## src/rtl/ihmp_pkg.sv

```systemverilog
`timescale 1ns / 1ps

package ihmp_pkg;

   // Defaults for the top-level parameters
   localparam int DEFAULT_MAX_HEADER_BYTES = 1024;
   localparam int DEFAULT_MAX_LINE         = 96;

   // Fixed field widths
   localparam int IMAGE_SIZE_W  = 32;
   localparam int BODY_START_W  = 11;
   localparam int DIGEST_HALF_W = 64;
   localparam int DIGEST_W      = 2 * DIGEST_HALF_W;

   // Command codes on the request channel
   typedef enum logic [1:0] {
      CMD_BYTE    = 2'd0,
      CMD_STOP    = 2'd1,
      CMD_RESTART = 2'd2
   } command_type;

   // Result status codes
   localparam logic [1:0] STATUS_PARSING = 2'd0;
   localparam logic [1:0] STATUS_DONE    = 2'd1;
   localparam logic [1:0] STATUS_FAIL    = 2'd2;

   // Parse phase
   typedef enum logic [2:0] {
      PH_PARSING = 3'b001,
      PH_DONE    = 3'b010,
      PH_FAIL    = 3'b100
   } phase_type;

   // Prefix matcher: 0..4 = chars matched, then these two
   localparam logic [2:0] PREFIX_EMPTY   = 3'd0;
   localparam logic [2:0] PREFIX_MATCHED = 3'd5;
   localparam logic [2:0] PREFIX_MISS    = 3'd6;

   // Terminator line matcher
   localparam logic [1:0] DASH_EMPTY = 2'd0;
   localparam logic [1:0] DASH_ONE   = 2'd1;
   localparam logic [1:0] DASH_TWO   = 2'd2;
   localparam logic [1:0] DASH_OTHER = 2'd3;

   localparam logic [5:0] HEX_COUNT_FULL = 6'd32;
   localparam logic [5:0] HEX_COUNT_SAT  = 6'd33;

   localparam logic [7:0] CHAR_NUL  = 8'h00;
   localparam logic [7:0] CHAR_LF   = 8'h0A;
   localparam logic [7:0] CHAR_CR   = 8'h0D;
   localparam logic [7:0] CHAR_DASH = 8'h2D;

   // Per-line text tracking
   typedef struct packed {
      logic [2:0]          prefix_state;
      logic [1:0]          dash_state;
      logic [5:0]          hex_count;
      logic                hex_bad;
      logic [DIGEST_W-1:0] digit_shift;
   } line_text_type;

   // "MD5: "
   function automatic logic [7:0] prefix_char(input logic [2:0] idx);
      logic [7:0] c;
      case (idx)
         3'd0: c = 8'h4D;
         3'd1: c = 8'h44;
         3'd2: c = 8'h35;
         3'd3: c = 8'h3A;
         3'd4: c = 8'h20;
         default: c = CHAR_NUL;
      endcase
      return c;
   endfunction

   // {valid, nibble}
   function automatic logic [4:0] hex_digit(input logic [7:0] c);
      logic [4:0] r;
      r = 5'd0;
      if (c >= 8'h30 && c <= 8'h39) begin
         r = {1'b1, 4'(c - 8'h30)};
      end else if (c >= 8'h61 && c <= 8'h66) begin
         r = {1'b1, 4'(c - 8'h57)};
      end else if (c >= 8'h41 && c <= 8'h46) begin
         r = {1'b1, 4'(c - 8'h37)};
      end
      return r;
   endfunction

endpackage

```

## src/rtl/ihmp_char_scan.sv

```systemverilog
`timescale 1ns / 1ps

// Advances the line matchers by one text character.
module ihmp_char_scan (
   input  logic [7:0]              char_byte,
   input  ihmp_pkg::line_text_type line_cur,
   output ihmp_pkg::line_text_type line_next
);
   import ihmp_pkg::*;

   logic [4:0] hex;

   assign hex = hex_digit(char_byte);

   always_comb begin
      line_next = line_cur;

      if (line_cur.dash_state == DASH_EMPTY && char_byte == CHAR_DASH) begin
         line_next.dash_state = DASH_ONE;
      end else if (line_cur.dash_state == DASH_ONE && char_byte == CHAR_DASH) begin
         line_next.dash_state = DASH_TWO;
      end else begin
         line_next.dash_state = DASH_OTHER;
      end

      if (line_cur.prefix_state < PREFIX_MATCHED) begin
         line_next.prefix_state = (char_byte == prefix_char(line_cur.prefix_state)) ?
                                  line_cur.prefix_state + 3'd1 : PREFIX_MISS;
      end else if (line_cur.prefix_state == PREFIX_MATCHED) begin
         if (!hex[4]) begin
            line_next.hex_bad = 1'b1;
         end
         if (line_cur.hex_count < HEX_COUNT_FULL && hex[4]) begin
            line_next.digit_shift = {line_cur.digit_shift[DIGEST_W-5:0], hex[3:0]};
         end
         if (line_cur.hex_count < HEX_COUNT_SAT) begin
            line_next.hex_count = line_cur.hex_count + 6'd1;
         end
      end
   end

endmodule

```

## src/rtl/image_header_md5_parser.sv

```systemverilog
`timescale 1ns / 1ps
// Latency: a result beat appears the cycle after its request beat is taken.
// Throughput: one request beat per cycle; intake stalls only in a cycle where
//   a result is parked in the output register and the receiver is stalling.
// Reset (synchronous, active high) clears image_size, the parse phase and all
//   line and header tracking; digest and offset holders are gated by phase.
module image_header_md5_parser #(
   parameter int MAX_HEADER_BYTES = ihmp_pkg::DEFAULT_MAX_HEADER_BYTES,
   parameter int MAX_LINE         = ihmp_pkg::DEFAULT_MAX_LINE
) (
   input  logic                                   clock,
   input  logic                                   reset,
   // configuration
   input  logic                                   csr_wr_en,
   input  logic [ihmp_pkg::IMAGE_SIZE_W-1:0]      csr_wr_data,
   // request beats
   input  logic                                   req_valid,
   output logic                                   req_stall,
   input  logic [1:0]                             req_command,
   input  logic [7:0]                             req_data_byte,
   // result beats
   output logic                                   rsp_valid,
   input  logic                                   rsp_stall,
   output logic [1:0]                             rsp_status,
   output logic [ihmp_pkg::BODY_START_W-1:0]      rsp_body_start,
   output logic [ihmp_pkg::IMAGE_SIZE_W-1:0]      rsp_body_len,
   output logic [ihmp_pkg::DIGEST_HALF_W-1:0]     rsp_digest_high,
   output logic [ihmp_pkg::DIGEST_HALF_W-1:0]     rsp_digest_low
);
   import ihmp_pkg::*;

   // header_count never passes MAX_HEADER_BYTES; line_len stays below MAX_LINE
   localparam int HCW = $clog2(MAX_HEADER_BYTES + 1);
   localparam int LLW = $clog2(MAX_LINE);

   localparam line_text_type LINE_CLEAR = '{
      prefix_state: PREFIX_EMPTY,
      dash_state:   DASH_EMPTY,
      hex_count:    6'd0,
      hex_bad:      1'b0,
      digit_shift:  '0
   };

   // ---------------- state ----------------
   logic [IMAGE_SIZE_W-1:0] image_size_ff;
   phase_type               phase_ff, phase_in;
   logic [HCW-1:0]          header_count_ff, header_count_in;
   logic [LLW-1:0]          line_len_ff, line_len_in;
   logic                    text_ended_ff, text_ended_in;
   line_text_type           line_ff, line_in, line_scan;
   logic                    has_digest_ff, has_digest_in;
   logic [DIGEST_W-1:0]     digest_ff, digest_in;
   logic [HCW-1:0]          body_start_ff, body_start_in;
   logic [IMAGE_SIZE_W-1:0] body_len_ff, body_len_in;

   // ---------------- result register ----------------
   logic                    rsp_valid_ff, rsp_valid_in;
   logic [1:0]              rsp_status_ff, rsp_status_in;
   logic [BODY_START_W-1:0] rsp_body_start_ff, rsp_body_start_in;
   logic [IMAGE_SIZE_W-1:0] rsp_body_len_ff, rsp_body_len_in;
   logic [DIGEST_W-1:0]     rsp_digest_ff, rsp_digest_in;

   logic                    accept;
   logic [IMAGE_SIZE_W-1:0] count_wide;
   logic [HCW+BODY_START_W-1:0] offset_wide;

   // Intake stalls only when a result is parked and the far side is stalling.
   assign req_stall = rsp_valid_ff & rsp_stall;
   assign accept    = req_valid & ~req_stall;

   ihmp_char_scan u_char_scan (
      .char_byte (req_data_byte),
      .line_cur  (line_ff),
      .line_next (line_scan)
   );

   // byte count including the byte now arriving
   assign count_wide = IMAGE_SIZE_W'(header_count_ff) + IMAGE_SIZE_W'(1);

   // ---------------- per-beat next state ----------------
   always_comb begin
      phase_in        = phase_ff;
      header_count_in = header_count_ff;
      line_len_in     = line_len_ff;
      text_ended_in   = text_ended_ff;
      line_in         = line_ff;
      has_digest_in   = has_digest_ff;
      digest_in       = digest_ff;
      body_start_in   = body_start_ff;
      body_len_in     = body_len_ff;

      case (req_command)
         CMD_RESTART: begin
            phase_in        = PH_PARSING;
            header_count_in = '0;
            line_len_in     = '0;
            text_ended_in   = 1'b0;
            line_in         = LINE_CLEAR;
            has_digest_in   = 1'b0;
         end
         CMD_STOP: begin
            if (phase_ff == PH_PARSING) begin
               phase_in = PH_FAIL;
            end
         end
         CMD_BYTE: begin
            if (phase_ff == PH_PARSING) begin
               header_count_in = header_count_ff + HCW'(1);
               if (req_data_byte == CHAR_LF) begin
                  if (line_ff.dash_state == DASH_TWO) begin
                     // terminator line: body must be nonempty and a digest seen
                     if (image_size_ff <= count_wide || !has_digest_ff) begin
                        phase_in = PH_FAIL;
                     end else begin
                        phase_in      = PH_DONE;
                        body_start_in = header_count_in;
                        body_len_in   = image_size_ff - count_wide;
                     end
                  end else if (line_ff.prefix_state == PREFIX_MATCHED &&
                               (has_digest_ff || line_ff.hex_bad ||
                                line_ff.hex_count != HEX_COUNT_FULL)) begin
                     phase_in = PH_FAIL;
                  end else begin
                     if (line_ff.prefix_state == PREFIX_MATCHED) begin
                        digest_in     = line_ff.digit_shift;
                        has_digest_in = 1'b1;
                     end
                     line_len_in   = '0;
                     text_ended_in = 1'b0;
                     line_in       = LINE_CLEAR;
                  end
               end else if (line_len_ff >= LLW'(MAX_LINE - 1)) begin
                  // line too long, carriage return included
                  phase_in = PH_FAIL;
               end else if (req_data_byte != CHAR_CR) begin
                  line_len_in = line_len_ff + LLW'(1);
                  if (!text_ended_ff) begin
                     if (req_data_byte == CHAR_NUL) begin
                        text_ended_in = 1'b1;
                     end else begin
                        line_in = line_scan;
                     end
                  end
               end
               if (phase_in == PH_PARSING && header_count_in >= HCW'(MAX_HEADER_BYTES)) begin
                  phase_in = PH_FAIL;
               end
            end
         end
         default: begin
         end
      endcase
   end

   // ---------------- result beat ----------------
   assign offset_wide = {{BODY_START_W{1'b0}}, body_start_in};

   always_comb begin
      rsp_status_in     = STATUS_PARSING;
      rsp_body_start_in = '0;
      rsp_body_len_in   = '0;
      rsp_digest_in     = '0;
      case (phase_in)
         PH_DONE: begin
            rsp_status_in     = STATUS_DONE;
            rsp_body_start_in = offset_wide[BODY_START_W-1:0];
            rsp_body_len_in   = body_len_in;
            rsp_digest_in     = digest_in;
         end
         PH_FAIL: begin
            rsp_status_in = STATUS_FAIL;
         end
         default: begin
            rsp_status_in = STATUS_PARSING;
         end
      endcase

      if (accept) begin
         rsp_valid_in = 1'b1;
      end else if (rsp_stall) begin
         rsp_valid_in = rsp_valid_ff;
      end else begin
         rsp_valid_in = 1'b0;
      end
   end

   // control registers
   always_ff @(posedge clock) begin
      if (reset) begin
         image_size_ff   <= '0;
         phase_ff        <= PH_PARSING;
         header_count_ff <= '0;
         line_len_ff     <= '0;
         text_ended_ff   <= 1'b0;
         line_ff         <= LINE_CLEAR;
         has_digest_ff   <= 1'b0;
         rsp_valid_ff    <= 1'b0;
      end else begin
         if (csr_wr_en) begin
            image_size_ff <= csr_wr_data;
         end
         if (accept) begin
            phase_ff        <= phase_in;
            header_count_ff <= header_count_in;
            line_len_ff     <= line_len_in;
            text_ended_ff   <= text_ended_in;
            line_ff         <= line_in;
            has_digest_ff   <= has_digest_in;
         end
         rsp_valid_ff <= rsp_valid_in;
      end
   end

   // payload registers
   always_ff @(posedge clock) begin
      if (accept) begin
         digest_ff         <= digest_in;
         body_start_ff     <= body_start_in;
         body_len_ff       <= body_len_in;
         rsp_status_ff     <= rsp_status_in;
         rsp_body_start_ff <= rsp_body_start_in;
         rsp_body_len_ff   <= rsp_body_len_in;
         rsp_digest_ff     <= rsp_digest_in;
      end
   end

   assign rsp_valid       = rsp_valid_ff;
   assign rsp_status      = rsp_status_ff;
   assign rsp_body_start  = rsp_body_start_ff;
   assign rsp_body_len    = rsp_body_len_ff;
   assign rsp_digest_high = rsp_digest_ff[DIGEST_W-1:DIGEST_HALF_W];
   assign rsp_digest_low  = rsp_digest_ff[DIGEST_HALF_W-1:0];

`ifndef SYNTHESIS
   // a done result never carries an empty body
   a_done_body_nonzero: assert property (@(posedge clock) disable iff (reset)
      rsp_valid && rsp_status == STATUS_DONE |-> rsp_body_len != '0)
      else $error("done result with zero body size");

   // the byte counter fails the header before running past the limit
   a_count_bound: assert property (@(posedge clock) disable iff (reset)
      header_count_ff <= HCW'(MAX_HEADER_BYTES))
      else $error("header count past limit");

   // rejected stays rejected until a restart
   a_fail_sticky: assert property (@(posedge clock) disable iff (reset)
      accept && phase_ff == PH_FAIL && req_command != CMD_RESTART
      |=> rsp_valid && rsp_status == STATUS_FAIL)
      else $error("rejected header left fail state");
`endif

endmodule
```

## config.mk

```make
export PLATFORM = sky130hd
export DESIGN_NAME = image_header_md5_parser
export DESIGN_NICKNAME = d
export VERILOG_FILES = /design/src/rtl/ihmp_pkg.sv /design/src/rtl/ihmp_char_scan.sv /design/src/rtl/image_header_md5_parser.sv
export SDC_FILE = /design/constraint.sdc
export NUM_CORES = 1
export LEC_CHECK = 0
export BUFFER_PORTS_ARGS = -buffer_cell sky130_fd_sc_hd__buf_2
export CAP_MARGIN = 40
export CELL_PAD_IN_SITES_DETAIL_PLACEMENT = 0
export CELL_PAD_IN_SITES_GLOBAL_PLACEMENT = 1
export CORE_MARGIN = 2
export CORE_UTILIZATION = 52
export DETAILED_ROUTE_END_ITERATION = 10
export HOLD_SLACK_MARGIN = 0.05
export PLACE_DENSITY = 0.94
export SYNTH_ARGS = -nofsm -noshare
export SYNTH_HDL_FRONTEND = slang
export SYNTH_SLANG_ARGS = --single-unit
```

## constraint.sdc

```tcl
create_clock -name clock -period 17 [get_ports clock]
set_clock_uncertainty 0.2 [all_clocks]
set_input_delay 3.4 -clock clock [delete_from_list [all_inputs] [get_ports clock]]
set_output_delay 3.4 -clock clock [all_outputs]
set_load 0.02 [all_outputs]
```

==> results.toml, run 1 <==
[clock_tree]
cts_resized = 0
total_clock_buffers_created_by_cts = 55
clock_tree.root_cell = "clkbuf_16"
htree_levels = 2
postCtsHoldBufs = 0
clk_pin_slew_worst_paths_ns = 0.06
clock_latency_ns = 0.61
tritoncts = "built"
cts-root-to-sink-buffers = 3
cts.sink_count = 540
postCtsSetupBuffers = 0

[global_route]
grt-ovfl-total = 0
grt_pass1_vias = 15300
grt_start_max_net_pins = 124
top_usage_layer = "met2"
met3_resource_use_gr = 0.0409
global_route.usage.total = 0.216
gr-usage-met2 = 0.343
grt_first_pass_wirelength_um = 80900
met1_usage = 0.304
grt_antenna_before_repair = 2

[power_and_ir_drop]
total_power_mw = 2.84
cell_internal_pwr_mw = 2.18
power.share.clock = 0.406
netSwitchingFraction = 0.233
p_sw_uw = 662
peakVddDrop_mv = 0.0777
comb_power_share = 0.077
leakagePower_nw = 9.45
power_frac_seq = 0.516
p_per_area_mw_per_mm2 = 107

[finish]
final_core_util = 0.602
layout_commonest_cell = "edfxtp_1"
multi_input_area_mm2 = 0.00814
syn2layout_area_growth_pct = 15.0
post_layout_nonfiller_instances = 2766
postLayoutCellArea_mm2 = 0.0265
final_cell_mix = "edfxtp_1 (344), buf_2 (221), dfxtp_1 (196)"
ff_latch_area_mm2 = 0.0143
layout.nets = 2197
drive_gt1_frac = 0.230
filler_cell_count = 3505

[min_path]
timing.hold.worst.class = "reg2reg"
worstHoldPathCells = 2
timing.hold.worst_endpoint = "line_ff[124]$_SDFFE_PP0P_"
hold_path.startpoint = "line_ff[124]$_SDFFE_PP0P_"

[setup_path]
startpoint_type = "input port"
crit_top_cell = "buf_2"
critical_path.reg2reg.startpoint = "header_count_ff[0]$_SDFFE_PP0P_"
critical_path_class = "in2out"
reg2reg_setup_slack_ns = 10.80
crit_path_end_kind = "output port"
worstPathCellList = "buf_2 > nand2_1 > inv_1 > buf_2"
critPathMaxFanout = 2
cp_slowest_cell = "buf_2"
ff2ff_path_depth = 17
cp_data_required_time_ns = 13.40
regToRegEndpoint = "rsp_digest_ff[10]$_SDFFCE_PP0P_"
critical-path-max-stage-delay_ns = 0.15
worst_ep_arrival_time_ns = 3.77

[timing]
slew_viol_final = 0
rsz0062_at_grt = "false"
setup_viol = 0
final_critical_path_setup_slack_ns = 9.63
period_minus_slack_ns = 7.37
clock.fmax_mhz = 136
timing.final.hold_violations = 0
worstMarginPinSlew_ns = 0.903
min_period_over_period = 0.434
hold-worst-slack_ns = 0.248
worst_slew_margin_rel = 0.398
setup-tns-final_ns = 0

[synth]
number_of_synthesized_flops_with_an_enable_pin = 344
synthesis.yosys.warnings = 0
post_synth_inst_count = 1947
avgSynthCellArea_um2 = 11.8
synth_cell_type_count = 78
mappedNetlistNets = 2018
asyncSetResetFlopFracSynth = 0
synth_seq_area_share = 0.619
synth.ff_latch_count = 540
netlist_area_mm2 = 0.0230
synth_ff_type = "edfxtp_1"

[placed_design]
io_buffer_count = 221
post-place-ws_ns = 9.63
place_inst = 2661
hpwl_um = 31600
finalWeightedCongestion = 0.884
cell_area_after_placement_mm2 = 0.0248

[route]
drt-wirelength-per-cell_um = 18.1
via_density_per_instance = 5.57
ant_nets = 0
dr_total_vias = 15400
detailedRoute.firstIterationViolations = 1209
wl_um = 50000
drc = 0
drtPass1Iterations = 6

[floorplan]
die_area_mm2 = 0.0460
starting_utilization_of_the_core_area = 0.524
coreArea_mm2 = 0.0439
width_of_the_die_um = 214
boundaryPins = 222
floorplan.rows = 77
die_h_um = 214

[job]
max_cap_violations = 0

[outcome]
status = "finished clean"
==> critical path, delay by kind of cell <==
family | cells | cell delay, ns
and+or+nand+nor | 1 | 0.07
buffers and inverters | 3 | 0.31
==> per-layer routing <==
layer | share of wire | up-vias
met1 | 0.45 | 7544
met5 | 0 | -
met2 | 0.47 | 449
li1 | - | 7349
met4 | 0.020 | 0
met3 | 0.057 | 72
==> worst max path at each step <==
| stage | from | to | slack, ns | cells past startpoint |
|---|---|---|---|---|
| 2_1_floorplan | rsp_stall | phase_ff[2]$_SDFFE_PP0P_ | 5.34 | 5 |
| 3_3_place_gp | req_data_byte[0] | rsp_digest_ff[4]$_SDFFCE_PP0P_ | 9.52 | 12 |
| 3_5_place_dp | rsp_stall | req_stall | 9.63 | 4 |
| 4_1_cts | rsp_stall | req_stall | 9.63 | 4 |
| 5_1_grt | rsp_stall | req_stall | 9.59 | 4 |
| 6_report | rsp_stall | req_stall | 9.63 | 4 |
==> kinds of logic (layout without fill, tap and decap cells) <==
family	count (synthesis)	in the layout	share of synthesized area
AO/OA/AOI/OAI	302	302	0.0779
adder cells (fa/ha/maj)	26	26	0.0142
XOR/XNOR	51	51	0.0206
other	0	2	0
AND/OR/NAND/NOR	695	695	0.153
flip-flops	540	540	0.619
multiplexers	178	178	0.0863
buffers and inverters	155	380	0.0284
==> power groups by stage <==
stage / clock network, mW / logic, mW / registers, mW
2_1_floorplan: 0 / 0.126 / 1.53
3_3_place_gp: 0 / 0.207 / 1.50
3_5_place_dp: 0 / 0.218 / 1.50
4_1_cts: 1.18 / 0.220 / 1.47
5_1_grt: 1.23 / 0.238 / 1.47
6_report: 1.16 / 0.220 / 1.47
==> synth_stat cells (all sizes together), types with 6 or more instances <==
cell type,n,area (um^2)
xor2,22,193
nand2,176,663
xnor2,27,236
a21oi,194,971
nand4,7,50.1
and3,7,43.8
a31oi,7,43.8
buf,31,188
or3,11,73.8
inv,29,109
a211oi,29,243
clkbuf,95,357
mux2,145,1660
o31ai,9,72.6
o21ai,26,134
dfxtp,196,3920
nand3,153,776
ha,23,288
nor3,28,161
nor2,122,458
nor4,8,65.1
nand2b,6,37.5
mux2i,33,330
nor2b,151,990
edfxtp,344,10300
==> cell type report <==
type / instances / share of cell area
Antenna cell: 2 / 0.000189
Tap cell: 592 / 0.0280
Clock buffer: 80 / 0.0563
Inverter: 29 / 0.00440
Timing Repair Buffer: 248 / 0.0569
Sequential cell: 540 / 0.539
Multi-Input combinational cell: 1252 / 0.307
Clock inverter: 23 / 0.00818
==> registers in the layout, summed over array words and instances (netlist names) <==
signal,cells
body_len_ff,32
body_start_ff,11
digest_ff,128
has_digest_ff,1
header_count_ff,11
image_size_ff,32
line_ff,140
line_len_ff,7
phase_ff,3
rsp_body_len,32
rsp_body_start,11
rsp_digest_ff,128
rsp_status,2
rsp_valid,1
text_ended_ff,1
Power figures use the tool's default switching activity.
==> run 2: changes to the inputs <==
Settings changed: CORE_UTILIZATION 52 to 48, PLACE_DENSITY 0.94 to 0.88.
Clock period 17 ns to 7.69 ns, I/O delays scaled along.
==> run 2 against run 1 <==
Compared with the run above: count of clock-buffer cells in the layout decreased by 3; critical path depth increased by 12; highest routed layer unchanged; sequential cell count unchanged; die area increased by 8.2%; critical endpoint is now rsp_digest_ff[86]$_SDFFCE_PP0P_; final cell count increased by 0.54%; clock power increased by 140%; via count decreased by 0.51%; largest power group unchanged.
==> results.toml, run 2 (synthesis results as in run 1) <==
[outcome]
status = "finished clean"

[floorplan]
die_area_mm2 = 0.0497
coreArea_mm2 = 0.0475
floorplan.rows = 80
width_of_the_die_um = 223
starting_utilization_of_the_core_area = 0.484
die_h_um = 223
boundaryPins = 222

[timing]
final_critical_path_setup_slack_ns = 2.33
hold-worst-slack_ns = 0.253
clock.fmax_mhz = 187
worstMarginPinSlew_ns = 1.28
min_period_over_period = 0.697
worst_slew_margin_rel = 0.150
slew_viol_final = 0
period_minus_slack_ns = 5.36
rsz0062_at_grt = "false"
setup-tns-final_ns = 0
timing.final.hold_violations = 0
setup_viol = 0

[clock_tree]
clock_tree.root_cell = "clkbuf_16"
postCtsHoldBufs = 0
clock_latency_ns = 0.63
htree_levels = 2
tritoncts = "built"
cts_resized = 0
total_clock_buffers_created_by_cts = 54
cts.sink_count = 540
cts-root-to-sink-buffers = 3
clk_pin_slew_worst_paths_ns = 0.06
postCtsSetupBuffers = 0

[finish]
layout_commonest_cell = "edfxtp_1"
top_register = "line_ff"
largest_register_ffs = 140
final_cell_mix = "edfxtp_1 (344), buf_2 (221), dfxtp_1 (196)"
post_layout_nonfiller_instances = 2781
filler_cell_count = 3893
syn2layout_area_growth_pct = 15.7
layout.nets = 2190
top_regs = "line_ff (140), digest_ff (128), rsp_digest_ff (128)"
drive_gt1_frac = 0.237
final_core_util = 0.560

[route]
met3RoutedLength_um = 2960
drtPass1Iterations = 5
ant_nets = 0
drc = 0
drt-wirelength-per-cell_um = 18.5
routed.top_layer = "met4"
dr_total_vias = 15300
via_density_per_instance = 5.51
route.met2.wl_um = 24200
detailedRoute.firstIterationViolations = 1194
wl_um = 51600
met1_length_um = 23000

[setup_path]
cp-endpoint = "rsp_digest_ff[86]$_SDFFCE_PP0P_"
worst_ep_arrival_time_ns = 5.48
regToRegEndpoint = "rsp_digest_ff[86]$_SDFFCE_PP0P_"
crit_startpoint = "header_count_ff[1]$_SDFFE_PP0P_"
reg2reg_setup_slack_ns = 2.33
ff2ff_path_depth = 16
critical_path_class = "reg2reg"
crit_path_end_kind = "flip-flop"
cp_data_required_time_ns = 7.82
critical_path.reg2reg.startpoint = "header_count_ff[1]$_SDFFE_PP0P_"
critPathMaxFanout = 34
startpoint_type = "flip-flop"

[global_route]
grt_start_max_net_pins = 190
grt_pass1_vias = 15000
grt_first_pass_wirelength_um = 81800
grt-ovfl-total = 0
global_route.usage.total = 0.205
grt_antenna_before_repair = 1

[job]
max_cap_violations = 0

[power_and_ir_drop]
peakVddDrop_mv = 0.199
leakagePower_nw = 9.52
p_per_area_mw_per_mm2 = 246

[placed_design]
io_buffer_count = 221
post-place-ws_ns = 2.40
hpwl_um = 32200
finalWeightedCongestion = 0.884
place_inst = 2677

[min_path]
timing.hold.worst.class = "reg2reg"
[run 2: routing by layer]
metal  track usage  vias up
li1              -     7325
met1         0.285     7475
met2         0.317      444
met3        0.0465       92
met4        0.0671        0
met5             0        -
[run 2: cell type report]
type / count / area, um^2 / share of cell area
Timing Repair Buffer: 242 / 1400 / 0.0524
Clock buffer: 77 / 1590 / 0.0597
Sequential cell: 540 / 14300 / 0.535
Tap cell: 615 / 769 / 0.0289
Inverter: 29 / 113 / 0.00423
Multi-Input combinational cell: 1252 / 8140 / 0.305
Antenna cell: 1 / 2.50 / 0.0000939
Clock inverter: 25 / 378 / 0.0142
[run 2: power by group]
part	switching, mW	internal (mW)	total [mW]
Clock	1.14	1.69	2.83
Combinational	0.321	0.164	0.485
Sequential	0.0448	3.20	3.25
Total	1.51	5.06	6.57
[run 2: worst max-delay path, stage by stage (launching register included)]
cell and delay [ns]:
dfxtp_1 0.40, ha_1 0.29, nand3_2 0.18, nor2_1 0.28
and3_1 0.21, xnor2_1 0.12, ha_1 0.28, nor2_1 0.10
or4b_1 0.45, a32oi_1 0.37, o21ai_2 0.19, a211oi_2 0.46
o21ai_0 0.32, nand3_4 0.45, buf_12 0.25, buf_4 0.36
nor2b_1 0.10
[run 2: how the worst min path moves through the flow]
| stage | from | cells past startpoint | slack, ns | endpoint |
|---|---|---|---|---|
| floorplan | line_ff[124]$_SDFFE_PP0P_ | 2 | 0.23 | line_ff[124]$_SDFFE_PP0P_ |
| global placement | line_ff[126]$_SDFFE_PP0P_ | 2 | 0.24 | line_ff[126]$_SDFFE_PP0P_ |
| detailed placement | line_ff[127]$_SDFFE_PP0P_ | 2 | 0.25 | line_ff[127]$_SDFFE_PP0P_ |
| CTS | line_ff[127]$_SDFFE_PP0P_ | 2 | 0.26 | line_ff[127]$_SDFFE_PP0P_ |
| global route | line_ff[112]$_SDFFE_PP0P_ | 2 | 0.28 | line_ff[116]$_SDFFE_PP0P_ |
| finish | line_ff[126]$_SDFFE_PP0P_ | 2 | 0.25 | line_ff[126]$_SDFFE_PP0P_ |
[run 2: through the flow]
stage                     power, mW  cell area [um^2]
after detailed placement       3.79             24700
after CTS                      6.63             26600
after floorplan                3.65             23000
after global routing           6.79             26600
after global placement         3.78             24500
final                          6.57             26600
